**config.mk**
```make
export PLATFORM = sky130hd
export DESIGN_NAME = triangle_tangent_from_uv
export DESIGN_NICKNAME = d
export VERILOG_FILES = /design/src/rtl/tft_pkg.sv /design/src/rtl/tft_datapath.sv /design/src/rtl/tft_ctrl.sv /design/src/rtl/triangle_tangent_from_uv.sv
export VERILOG_INCLUDE_DIRS = /design/src /design/src/rtl
export SDC_FILE = /design/constraint.sdc
export NUM_CORES = 2
export LEC_CHECK = 0
export ABC_CLOCK_PERIOD_IN_PS = 9280
export BUFFER_PORTS_ARGS = -buffer_cell sky130_fd_sc_hd__buf_2
export CORE_ASPECT_RATIO = 2
export CORE_MARGIN = 2
export CORE_UTILIZATION = 41
export CTS_CLUSTER_DIAMETER = 150
export DETAILED_ROUTE_END_ITERATION = 10
export PLACE_DENSITY = 0.65
export SETUP_SLACK_MARGIN = 0.5
export SLEW_MARGIN = 40
export SYNTH_ARGS = -nofsm -noshare
export SYNTH_HDL_FRONTEND = slang
export SYNTH_SLANG_ARGS = --single-unit
```
**constraint.sdc**
```tcl
create_clock -name clk -period 9.28 [get_ports clk]
set_clock_uncertainty 0.15 [all_clocks]
set_input_delay 0.464 -clock clk [delete_from_list [all_inputs] [get_ports clk]]
set_output_delay 0.464 -clock clk [all_outputs]
set_load 0.02 [all_outputs]
```
**src/rtl/triangle_tangent_from_uv_macros.svh**
```systemverilog
// Assertion macros shared by the tangent block RTL.
// Expects signals named clk and rst in the scope of use.
`ifndef TRIANGLE_TANGENT_FROM_UV_MACROS_SVH
`define TRIANGLE_TANGENT_FROM_UV_MACROS_SVH

`ifndef NO_ASSERTIONS
// same-cycle implication
`define TFT_ASSERT_IMP(lbl, ante, cons) \
  lbl: assert property (@(posedge clk) disable iff (rst) (ante) |-> (cons)) \
    else $error("tangent block: assertion failed");
// next-cycle implication
`define TFT_ASSERT_NXT(lbl, ante, cons) \
  lbl: assert property (@(posedge clk) disable iff (rst) (ante) |=> (cons)) \
    else $error("tangent block: assertion failed");
`else
`define TFT_ASSERT_IMP(lbl, ante, cons)
`define TFT_ASSERT_NXT(lbl, ante, cons)
`endif

`endif

```
**src/rtl/tft_pkg.sv**
```systemverilog
// Shared constants, state encoding and controller/datapath interface types
// for the triangle tangent block. No dependencies.
`timescale 1ns / 1ps
`default_nettype none

package tft_pkg;

  // default geometry
  localparam int COORD_WIDTH     = 16;
  localparam int RESULT_FRACTION = 16;

  // fixed result format, signed Q16.16 in 32 bits
  localparam int RESULT_WIDTH = 32;
  localparam int AXES         = 3;
  localparam logic [RESULT_WIDTH-1:0] Q_MAX = 32'h7FFF_FFFF;
  localparam logic [RESULT_WIDTH-1:0] Q_MIN = 32'h8000_0000;

  // divider: quotient bits resolved per cycle
  localparam int QBITS_PER_STEP = 2;
  localparam int DIV_STEPS      = RESULT_WIDTH / QBITS_PER_STEP;
  localparam int DIV_CNT_W      = $clog2(DIV_STEPS);

  // tuser bit positions on the result channel
  localparam int USER_DEGEN = 0;
  localparam int USER_SAT   = 1;

  typedef enum logic [3:0] {
    S_GATHER,
    S_DET_MUL,
    S_DET,
    S_NUM_MUL,
    S_NUM,
    S_CHECK,
    S_DIV,
    S_STORE,
    S_FINISH
  } state_t;

  // controller -> datapath
  typedef struct packed {
    logic       cap_first;
    logic       cap_second;
    logic       cap_third;
    logic       det_mul;
    logic       det_sub;
    logic       num_mul;
    logic       num_sub;
    logic       div_init;
    logic       div_step;
    logic       store;
    logic       load_out;
    logic [1:0] axis;
  } cmd_t;

  // datapath -> controller
  typedef struct packed {
    logic det_zero;
    logic out_free;
  } sts_t;

endpackage

`default_nettype wire

```
**src/rtl/tft_datapath.sv**
```systemverilog
// Datapath of the tangent block: vertex store, edge/UV deltas, shared
// multiplier pair, restoring divider and output register. Uses tft_pkg.
`timescale 1ns / 1ps
`default_nettype none

module tft_datapath #(
  parameter int COORD_WIDTH     = tft_pkg::COORD_WIDTH,
  parameter int RESULT_FRACTION = tft_pkg::RESULT_FRACTION
) (
  input  logic                                         clk,
  input  logic                                         rst,
  input  logic [5*COORD_WIDTH-1:0]                     in_data,
  input  tft_pkg::cmd_t                                cmd,
  output tft_pkg::sts_t                                sts,
  output logic                                         out_valid,
  input  logic                                         out_ready,
  output logic [tft_pkg::AXES*tft_pkg::RESULT_WIDTH-1:0] out_tangent,
  output logic                                         out_degen,
  output logic                                         out_sat
);

  localparam int CW   = COORD_WIDTH;
  localparam int RW   = tft_pkg::RESULT_WIDTH;
  localparam int DW   = CW + 1;          // delta width
  localparam int PW   = 2 * DW;          // product width
  localparam int NW   = PW + 1;          // det / numerator width
  localparam int EXTW = NW + RESULT_FRACTION + RW;

  function automatic logic signed [DW-1:0] sx(input logic signed [CW-1:0] a);
    return {a[CW-1], a};
  endfunction

  // unpacked input beat
  logic signed [CW-1:0] in_pos [3];
  logic signed [CW-1:0] in_uv  [2];

  always_comb begin
    for (int k = 0; k < 3; k++) begin
      in_pos[k] = in_data[k*CW +: CW];
    end
    in_uv[0] = in_data[3*CW +: CW];
    in_uv[1] = in_data[4*CW +: CW];
  end

  // stored vertices and deltas
  logic signed [CW-1:0] first_pos  [3];
  logic signed [CW-1:0] first_uv   [2];
  logic signed [CW-1:0] second_pos [3];
  logic signed [CW-1:0] second_uv  [2];
  logic signed [DW-1:0] e1 [3];
  logic signed [DW-1:0] e2 [3];
  logic signed [DW-1:0] d1u, d1v, d2u, d2v;

  // products and magnitudes
  logic signed [PW-1:0] prod_a, prod_b;
  logic [NW-1:0]        diff, diff_mag;
  logic [NW-1:0]        det_mag, num_mag;
  logic                 det_neg, det_zero, num_neg;

  // divider
  logic [EXTW-1:0] num_ext;
  logic [NW-1:0]   ext_hi;
  logic [RW-1:0]   ext_lo;
  logic [NW-1:0]   rem, rem_next;
  logic [RW-1:0]   quo, quo_next;
  logic            ovf;

  // per-axis result
  logic [RW-1:0] res [3];
  logic [RW-1:0] val;
  logic          sat_now, sat_acc, neg;

  // difference of the two products, sign extended
  assign diff     = {prod_a[PW-1], prod_a} - {prod_b[PW-1], prod_b};
  assign diff_mag = diff[NW-1] ? (~diff + 1'b1) : diff;

  // numerator scaled by 2^RESULT_FRACTION, split at the quotient width
  assign num_ext = {{(RESULT_FRACTION + RW){1'b0}}, num_mag} << RESULT_FRACTION;
  assign ext_lo  = num_ext[RW-1:0];
  assign ext_hi  = num_ext[RW +: NW];

  // restoring division, QBITS_PER_STEP bits per cycle
  always_comb begin
    logic [NW:0] t;
    rem_next = rem;
    quo_next = quo;
    for (int i = 0; i < tft_pkg::QBITS_PER_STEP; i++) begin
      t        = {rem_next, quo_next[RW-1]};
      quo_next = {quo_next[RW-2:0], 1'b0};
      if (t >= {1'b0, det_mag}) begin
        t           = t - {1'b0, det_mag};
        quo_next[0] = 1'b1;
      end
      rem_next = t[NW-1:0];
    end
  end

  // sign and clamp of the finished quotient
  assign neg = num_neg ^ det_neg;

  always_comb begin
    sat_now = 1'b0;
    val     = quo;
    priority if (ovf) begin
      sat_now = 1'b1;
      val     = neg ? tft_pkg::Q_MIN : tft_pkg::Q_MAX;
    end else if (neg) begin
      if (quo > tft_pkg::Q_MIN) begin
        sat_now = 1'b1;
        val     = tft_pkg::Q_MIN;
      end else begin
        val = ~quo + 1'b1;
      end
    end else if (quo[RW-1]) begin
      sat_now = 1'b1;
      val     = tft_pkg::Q_MAX;
    end else begin
      val = quo;
    end
  end

  // payload registers
  always_ff @(posedge clk) begin
    if (cmd.cap_first) begin
      for (int k = 0; k < 3; k++) first_pos[k] <= in_pos[k];
      first_uv[0] <= in_uv[0];
      first_uv[1] <= in_uv[1];
    end
    if (cmd.cap_second) begin
      for (int k = 0; k < 3; k++) second_pos[k] <= in_pos[k];
      second_uv[0] <= in_uv[0];
      second_uv[1] <= in_uv[1];
    end
    if (cmd.cap_third) begin
      for (int k = 0; k < 3; k++) begin
        e1[k] <= sx(second_pos[k]) - sx(first_pos[k]);
        e2[k] <= sx(in_pos[k]) - sx(first_pos[k]);
      end
      d1u <= sx(second_uv[0]) - sx(first_uv[0]);
      d1v <= sx(second_uv[1]) - sx(first_uv[1]);
      d2u <= sx(in_uv[0]) - sx(first_uv[0]);
      d2v <= sx(in_uv[1]) - sx(first_uv[1]);
    end
    if (cmd.det_mul) begin
      prod_a <= d1u * d2v;
      prod_b <= d2u * d1v;
    end
    if (cmd.num_mul) begin
      prod_a <= d2v * e1[cmd.axis];
      prod_b <= d1v * e2[cmd.axis];
    end
    if (cmd.det_sub) begin
      det_mag  <= diff_mag;
      det_neg  <= diff[NW-1];
      det_zero <= (diff == '0);
      sat_acc  <= 1'b0;
    end
    if (cmd.num_sub) begin
      num_mag <= diff_mag;
      num_neg <= diff[NW-1];
    end
    if (cmd.div_init) begin
      rem <= ext_hi;
      quo <= ext_lo;
      ovf <= (ext_hi >= det_mag);
    end
    if (cmd.div_step) begin
      rem <= rem_next;
      quo <= quo_next;
    end
    if (cmd.store) begin
      res[cmd.axis] <= val;
      sat_acc       <= sat_acc | sat_now;
    end
    if (cmd.load_out) begin
      out_tangent <= det_zero ? '0 : {res[2], res[1], res[0]};
      out_degen   <= det_zero;
      out_sat     <= ~det_zero & sat_acc;
    end
  end

  // output beat valid
  always_ff @(posedge clk) begin
    if (rst) begin
      out_valid <= 1'b0;
    end else if (cmd.load_out) begin
      out_valid <= 1'b1;
    end else if (out_ready) begin
      out_valid <= 1'b0;
    end
  end

  assign sts.det_zero = det_zero;
  assign sts.out_free = ~out_valid | out_ready;

endmodule

`default_nettype wire

```
**src/rtl/tft_ctrl.sv**
```systemverilog
// Controller of the tangent block: vertex slot tracking and the sequence
// of multiply, subtract and divide steps. Uses tft_pkg and the macro header.
`timescale 1ns / 1ps
`default_nettype none
`include "triangle_tangent_from_uv_macros.svh"

module tft_ctrl (
  input  logic          clk,
  input  logic          rst,
  input  logic          in_valid,
  output logic          in_ready,
  output tft_pkg::cmd_t cmd,
  input  tft_pkg::sts_t sts
);

  typedef enum logic [1:0] {
    SLOT_FIRST,
    SLOT_SECOND,
    SLOT_THIRD
  } slot_t;

  localparam logic [1:0] AXIS_LAST = 2'(tft_pkg::AXES - 1);
  localparam logic [tft_pkg::DIV_CNT_W-1:0] DIV_LAST =
    tft_pkg::DIV_CNT_W'(tft_pkg::DIV_STEPS - 1);

  tft_pkg::state_t              state, state_next;
  slot_t                        slot, slot_next;
  logic [1:0]                   axis, axis_next;
  logic [tft_pkg::DIV_CNT_W-1:0] div_cnt, div_cnt_next;

  // state registers
  always_ff @(posedge clk) begin
    if (rst) begin
      state   <= tft_pkg::S_GATHER;
      slot    <= SLOT_FIRST;
      axis    <= '0;
      div_cnt <= '0;
    end else begin
      state   <= state_next;
      slot    <= slot_next;
      axis    <= axis_next;
      div_cnt <= div_cnt_next;
    end
  end

  // next state and commands
  always_comb begin
    state_next   = state;
    slot_next    = slot;
    axis_next    = axis;
    div_cnt_next = div_cnt;
    in_ready     = 1'b0;
    cmd          = '0;
    cmd.axis     = axis;
    unique case (state)
      tft_pkg::S_GATHER: begin
        in_ready = 1'b1;
        if (in_valid) begin
          unique case (slot)
            SLOT_SECOND: begin
              cmd.cap_second = 1'b1;
              slot_next      = SLOT_THIRD;
            end
            SLOT_THIRD: begin
              cmd.cap_third = 1'b1;
              slot_next     = SLOT_FIRST;
              state_next    = tft_pkg::S_DET_MUL;
            end
            default: begin
              cmd.cap_first = 1'b1;
              slot_next     = SLOT_SECOND;
            end
          endcase
        end
      end
      tft_pkg::S_DET_MUL: begin
        cmd.det_mul = 1'b1;
        state_next  = tft_pkg::S_DET;
      end
      tft_pkg::S_DET: begin
        cmd.det_sub = 1'b1;
        axis_next   = '0;
        state_next  = tft_pkg::S_NUM_MUL;
      end
      tft_pkg::S_NUM_MUL: begin
        // degenerate triangle skips the division
        if (sts.det_zero) begin
          state_next = tft_pkg::S_FINISH;
        end else begin
          cmd.num_mul = 1'b1;
          state_next  = tft_pkg::S_NUM;
        end
      end
      tft_pkg::S_NUM: begin
        cmd.num_sub = 1'b1;
        state_next  = tft_pkg::S_CHECK;
      end
      tft_pkg::S_CHECK: begin
        cmd.div_init = 1'b1;
        div_cnt_next = '0;
        state_next   = tft_pkg::S_DIV;
      end
      tft_pkg::S_DIV: begin
        cmd.div_step = 1'b1;
        div_cnt_next = div_cnt + 1'b1;
        if (div_cnt == DIV_LAST) begin
          state_next = tft_pkg::S_STORE;
        end
      end
      tft_pkg::S_STORE: begin
        cmd.store = 1'b1;
        if (axis == AXIS_LAST) begin
          state_next = tft_pkg::S_FINISH;
        end else begin
          axis_next  = axis + 1'b1;
          state_next = tft_pkg::S_NUM_MUL;
        end
      end
      tft_pkg::S_FINISH: begin
        if (sts.out_free) begin
          cmd.load_out = 1'b1;
          state_next   = tft_pkg::S_GATHER;
        end
      end
      default: begin
        state_next = tft_pkg::S_GATHER;
      end
    endcase
  end

  // checks
  `TFT_ASSERT_NXT(a_third_starts, state == tft_pkg::S_GATHER && in_valid && slot == SLOT_THIRD, state == tft_pkg::S_DET_MUL)
  `TFT_ASSERT_NXT(a_div_done, state == tft_pkg::S_DIV && div_cnt == DIV_LAST, state == tft_pkg::S_STORE)
  `TFT_ASSERT_IMP(a_load_free, cmd.load_out, sts.out_free)

endmodule

`default_nettype wire

```
**src/rtl/triangle_tangent_from_uv.sv**
```systemverilog
// Top level of the triangle tangent block: stream ports, controller and
// datapath. Uses tft_pkg, tft_ctrl, tft_datapath and the macro header.
`timescale 1ns / 1ps
`default_nettype none
`include "triangle_tangent_from_uv_macros.svh"

// Vertices arrive one beat at a time, three per triangle; the third beat of
// each triangle yields one result beat with the tangent in signed Q16.16,
// truncated toward zero and clamped, plus degenerate and saturated flags.
// The first two vertices of a triangle are taken while the block gathers.
// After the third, the block stays busy (it skips the division when the UV
// determinant is zero) before it takes the next vertex of the next triangle:
// the shared restoring divider resolves two quotient bits a cycle for each
// of the three axes, with multiply, subtract, range check and store steps
// around each division.
// A finished result waits in its own output register, so the last step
// completes as soon as that register is free.
module triangle_tangent_from_uv #(
  parameter int COORD_WIDTH     = tft_pkg::COORD_WIDTH,
  parameter int RESULT_FRACTION = tft_pkg::RESULT_FRACTION
) (
  input  logic clk,
  input  logic rst,
  // vertex channel
  input  logic                                 s_axis_tvalid,
  output logic                                 s_axis_tready,
  // tdata, low bit up: pos_x, pos_y, pos_z, tex_u, tex_v, zero pad
  input  logic [((5*COORD_WIDTH+7)/8)*8-1:0]   s_axis_tdata,
  // result channel
  output logic                                 m_axis_tvalid,
  input  logic                                 m_axis_tready,
  // tdata, low bit up: tangent_x, tangent_y, tangent_z
  output logic [tft_pkg::AXES*tft_pkg::RESULT_WIDTH-1:0] m_axis_tdata,
  // tuser, low bit up: degenerate, saturated
  output logic [1:0]                           m_axis_tuser
);

  tft_pkg::cmd_t cmd;
  tft_pkg::sts_t sts;
  logic          degen, sat;

  tft_ctrl u_ctrl (
    .clk      (clk),
    .rst      (rst),
    .in_valid (s_axis_tvalid),
    .in_ready (s_axis_tready),
    .cmd      (cmd),
    .sts      (sts)
  );

  tft_datapath #(
    .COORD_WIDTH     (COORD_WIDTH),
    .RESULT_FRACTION (RESULT_FRACTION)
  ) u_datapath (
    .clk         (clk),
    .rst         (rst),
    .in_data     (s_axis_tdata[5*COORD_WIDTH-1:0]),
    .cmd         (cmd),
    .sts         (sts),
    .out_valid   (m_axis_tvalid),
    .out_ready   (m_axis_tready),
    .out_tangent (m_axis_tdata),
    .out_degen   (degen),
    .out_sat     (sat)
  );

  // result flags
  always_comb begin
    m_axis_tuser                      = '0;
    m_axis_tuser[tft_pkg::USER_DEGEN] = degen;
    m_axis_tuser[tft_pkg::USER_SAT]   = sat;
  end

  // a degenerate result carries zero tangent and no clamp
  `TFT_ASSERT_IMP(a_degen_zero, m_axis_tvalid && m_axis_tuser[tft_pkg::USER_DEGEN], m_axis_tdata == '0 && !m_axis_tuser[tft_pkg::USER_SAT])

endmodule

`default_nettype wire
```
==> results.py <==
metrics = {
    "synthesis": {
        "yosysSeqAreaShare": 0.2662,
        "synthArstFlopShare": 0,
        "synth_seq_cells": 749,
        "synth_area_um2": 83940,
        "syn_avg_cell_area_um2": 10.01,
        "synthDistinctLibCells": 85,
        "synth-edff-count": 734,
        "synth_top_flop_cell": "edfxtp_1",
        "syn_nets": 10300,
        "ys_warn_count": 0,
        "synth_cells": 8387,
    },
    "setup_path": {
        "crit_path_start_kind": "flip-flop",
        "reg2reg_slack_ns": 0.88,
        "critPathMaxStageDelay_ns": 0.68,
        "arrival_ns": 8.73,
        "required_ns": 9.60,
        "end_kind": "flip-flop",
        "path_max_fanout": 17,
        "cp_num_buf_inv": 5,
        "cp_common_cell": "fa_1",
        "path_delay_family": "adder cells",
        "critical_path.slowest_cell": "dfxtp_2",
        "crit_path_cell_trace": "buf_4 > mux2i_1 > o21ai_1 > and2_1 > fa_1 > inv_1 > fa_1 > inv_1 > fa_1 > fa_1 > fa_1 > inv_1 > fa_1 > inv_1 > ha_1 > a21o_1 > a21o_1 > a221o_1 > a31o_2 > o41ai_1 > o21a_1 > o21ai_0 > o41ai_1 > a21oi_1",
        "crit_type": "flip-flop to flip-flop",
    },
    "floorplan": {
        "die_y_um": 643.9,
        "die_w_um": 323.9,
        "initial_core_util": 0.4131,
        "ios": 184,
        "dieArea_um2": 208600,
        "num_rows": 234,
        "core_area_um2": 203200,
    },
    "cts": {
        "clkLatencyLatePin_ns": 0.74,
        "cts-root-buf": "clkbuf_16",
        "cts_buffers": 77,
        "clkTransAtPathRegs_ns": 0.08,
        "htree_levels": 3,
        "cts_num_sinks": 749,
        "cts_tree": "built",
        "cts.path.max_buffers": 3,
        "cts-resized-gates": 0,
    },
    "place": {
        "hpwl_um": 195800,
        "place_worst_setup_slack_ns": 0.9702,
        "gp_congestion": 0.9449,
        "portBuffers": 183,
    },
    "grt": {
        "grt_util_all_layers": 0.2354,
        "grt_max_degree": 81,
        "grt_pass1_wl_um": 372100,
        "antenna_found_initial": 8,
        "grt_pass1_vias": 67030,
        "grt_overflow": 0,
    },
    "drt": {
        "vias": 60600,
        "wl_per_cell_um": 21.14,
        "drtPass1Iterations": 6,
        "routed_via_density": 5.321,
        "drt_iter0_drc": 3436,
        "drcViolationCount": 0,
        "wl_um": 240800,
        "drtAntennaViolNets": 0,
    },
    "finish": {
        "layout_commonest_cell": "inv_1",
        "layout_common_cells": "1591 x inv_1, 1197 x fa_1, 893 x nand2_1",
        "nFillCells": 19150,
        "nets": 10530,
        "multi_input_area_um2": 54750,
        "final_layout_size_suffix_gt1_frac": 0.06433,
        "areaGrowthSynthToFinish_pct": 9.751,
        "seq_area_um2": 22340,
    },
    "timing": {
        "fin_setup_tns_ns": 0,
        "worst_pin_slew_ns": 0.9466,
        "layout_setup_ws_ns": 0.8756,
        "setup_viol": 0,
        "final_hold_viol_count": 0,
        "period_share": 0.9057,
        "hold_slack_ns": 0.07417,
        "rsz0062_at_grt": "no",
        "drv_slew": 0,
        "fmax_mhz": 119.0,
        "relSlewSlack": 0.3689,
        "fin_crit_ns": 8.404,
    },
    "flow_run": {
        "drv_cap": 0,
    },
    "min_path": {
        "min_path_type": "input port to flip-flop",
    },
    "outcome": {
        "status": "complete, no violations",
    },
}
[cell usage after synthesis, drive strengths merged, types with 13 or more instances]
cell     count  area [um^2]
o21a        55        412.9
or2         25        156.4
ha         632         7908
edfxtp     734        22040
o311ai      30        262.8
and2       369         2308
mux2        13        146.4
a21boi      30        225.2
and3        32        200.2
nand3      101        505.5
mux2i       68        680.7
clkbuf     260        975.9
o22ai       20        125.1
o211ai      15        112.6
a31oi       34        212.7
inv       1591         5972
nor2b      322         2014
xor2       116         1016
or3         47        299.0
o2111ai     22        192.7
nor2       379         1423
a21oi      317         1587
nand4       30        187.7
o31ai       14        105.1
nand2b      75        469.2
nor3        79        395.4
a211oi      21        157.7
nor4        15        93.84
a21o       126        945.9
o21ai      258         1295
o41ai       13        113.9
xnor2      240         2102
o21bai      33        247.7
fa        1197        23960
buf         18        88.83
nand2      895         3362
dfxtp       15        300.3
a31o        13        113.9
[final cells by class]
| type | count | area share |
|---|---|---|
| clock inverters | 52 | 0.006356 |
| diodes | 2 | 0.00005433 |
| repair buffers | 427 | 0.03333 |
| well taps | 2714 | 0.03686 |
| multi-input cells | 5769 | 0.5943 |
| flip-flops and latches | 749 | 0.2425 |
| inverters | 1591 | 0.06482 |
| clock buffers | 86 | 0.02173 |
[cells by family (layout without fill, tap and decap cells)]
group	Yosys count	after routing	share of synthesized area
compound gates	1095	1095	0.08325
flops	749	749	0.2662
fa+ha+maj	1829	1829	0.3797
simple gates	2408	2408	0.1401
buf+inv	1869	2156	0.08383
other cells	0	2	0
xor+xnor	356	356	0.03715
mux	81	81	0.009853
[routing by layer]
metal | vias to the layer above | part of all wire | global-route usage
li1 | 27300 | - | -
met1 | 30230 | 0.31 | 0.2132
met2 | 2047 | 0.53 | 0.4383
met3 | 1017 | 0.045 | 0.03346
met4 | 8 | 0.11 | 0.2234
met5 | - | 0.00024 | 0
[repair_timing]
item                                   in CTS  in global routing
buffers inserted                            0                  0
hold buffers                               83                  0
endpoints found under the hold margin     169                  0
[tightest hold or removal path, cell delays in order]
cell and delay (ns):
buf_2 0.07, nand2b_1 0.18, a21oi_1 0.11
[flip-flops by register name, summed over array words and instances (netlist names), 32 cells and up, named ones only]
signal                 cells
u_datapath.num_mag        35
u_datapath.det_mag        35
u_datapath.rem            35
u_datapath.e2             51
u_datapath.second_pos     48
u_datapath.prod_b         34
u_datapath.second_uv      32
u_datapath.prod_a         34
u_datapath.quo            32
u_datapath.e1             51
u_datapath.first_uv       32
u_datapath.res            96
u_datapath.first_pos      48
m_axis_tdata              96
[worst paths after layout]
| kind | from | end | depth (start not counted) |
|---|---|---|---|
| worst max-delay path | flip-flop | u_datapath.prod_b[33] | 24 |
| worst min-delay path | m_axis_tready | u_datapath.out_valid | 3 |
| worst max register to register | flip-flop | u_datapath.prod_b[33] | 24 |
| worst min register to register | u_ctrl.div_cnt[0] | u_ctrl.div_cnt[0] | 1 |
[stage by stage]
stage                     instances    util  instance area (um^2)
final                         11390  0.4534                 92130
after global routing          11390  0.4534                 92120
after CTS                     11380  0.4527                 91980
after detailed placement      11160  0.4359                 88560
after global placement        11150  0.4348                 88350
after floorplan                8387       -                 83940
Power is not shown: default switching activity piles up to over one toggle a cycle in this logic, so the estimate is an artifact.
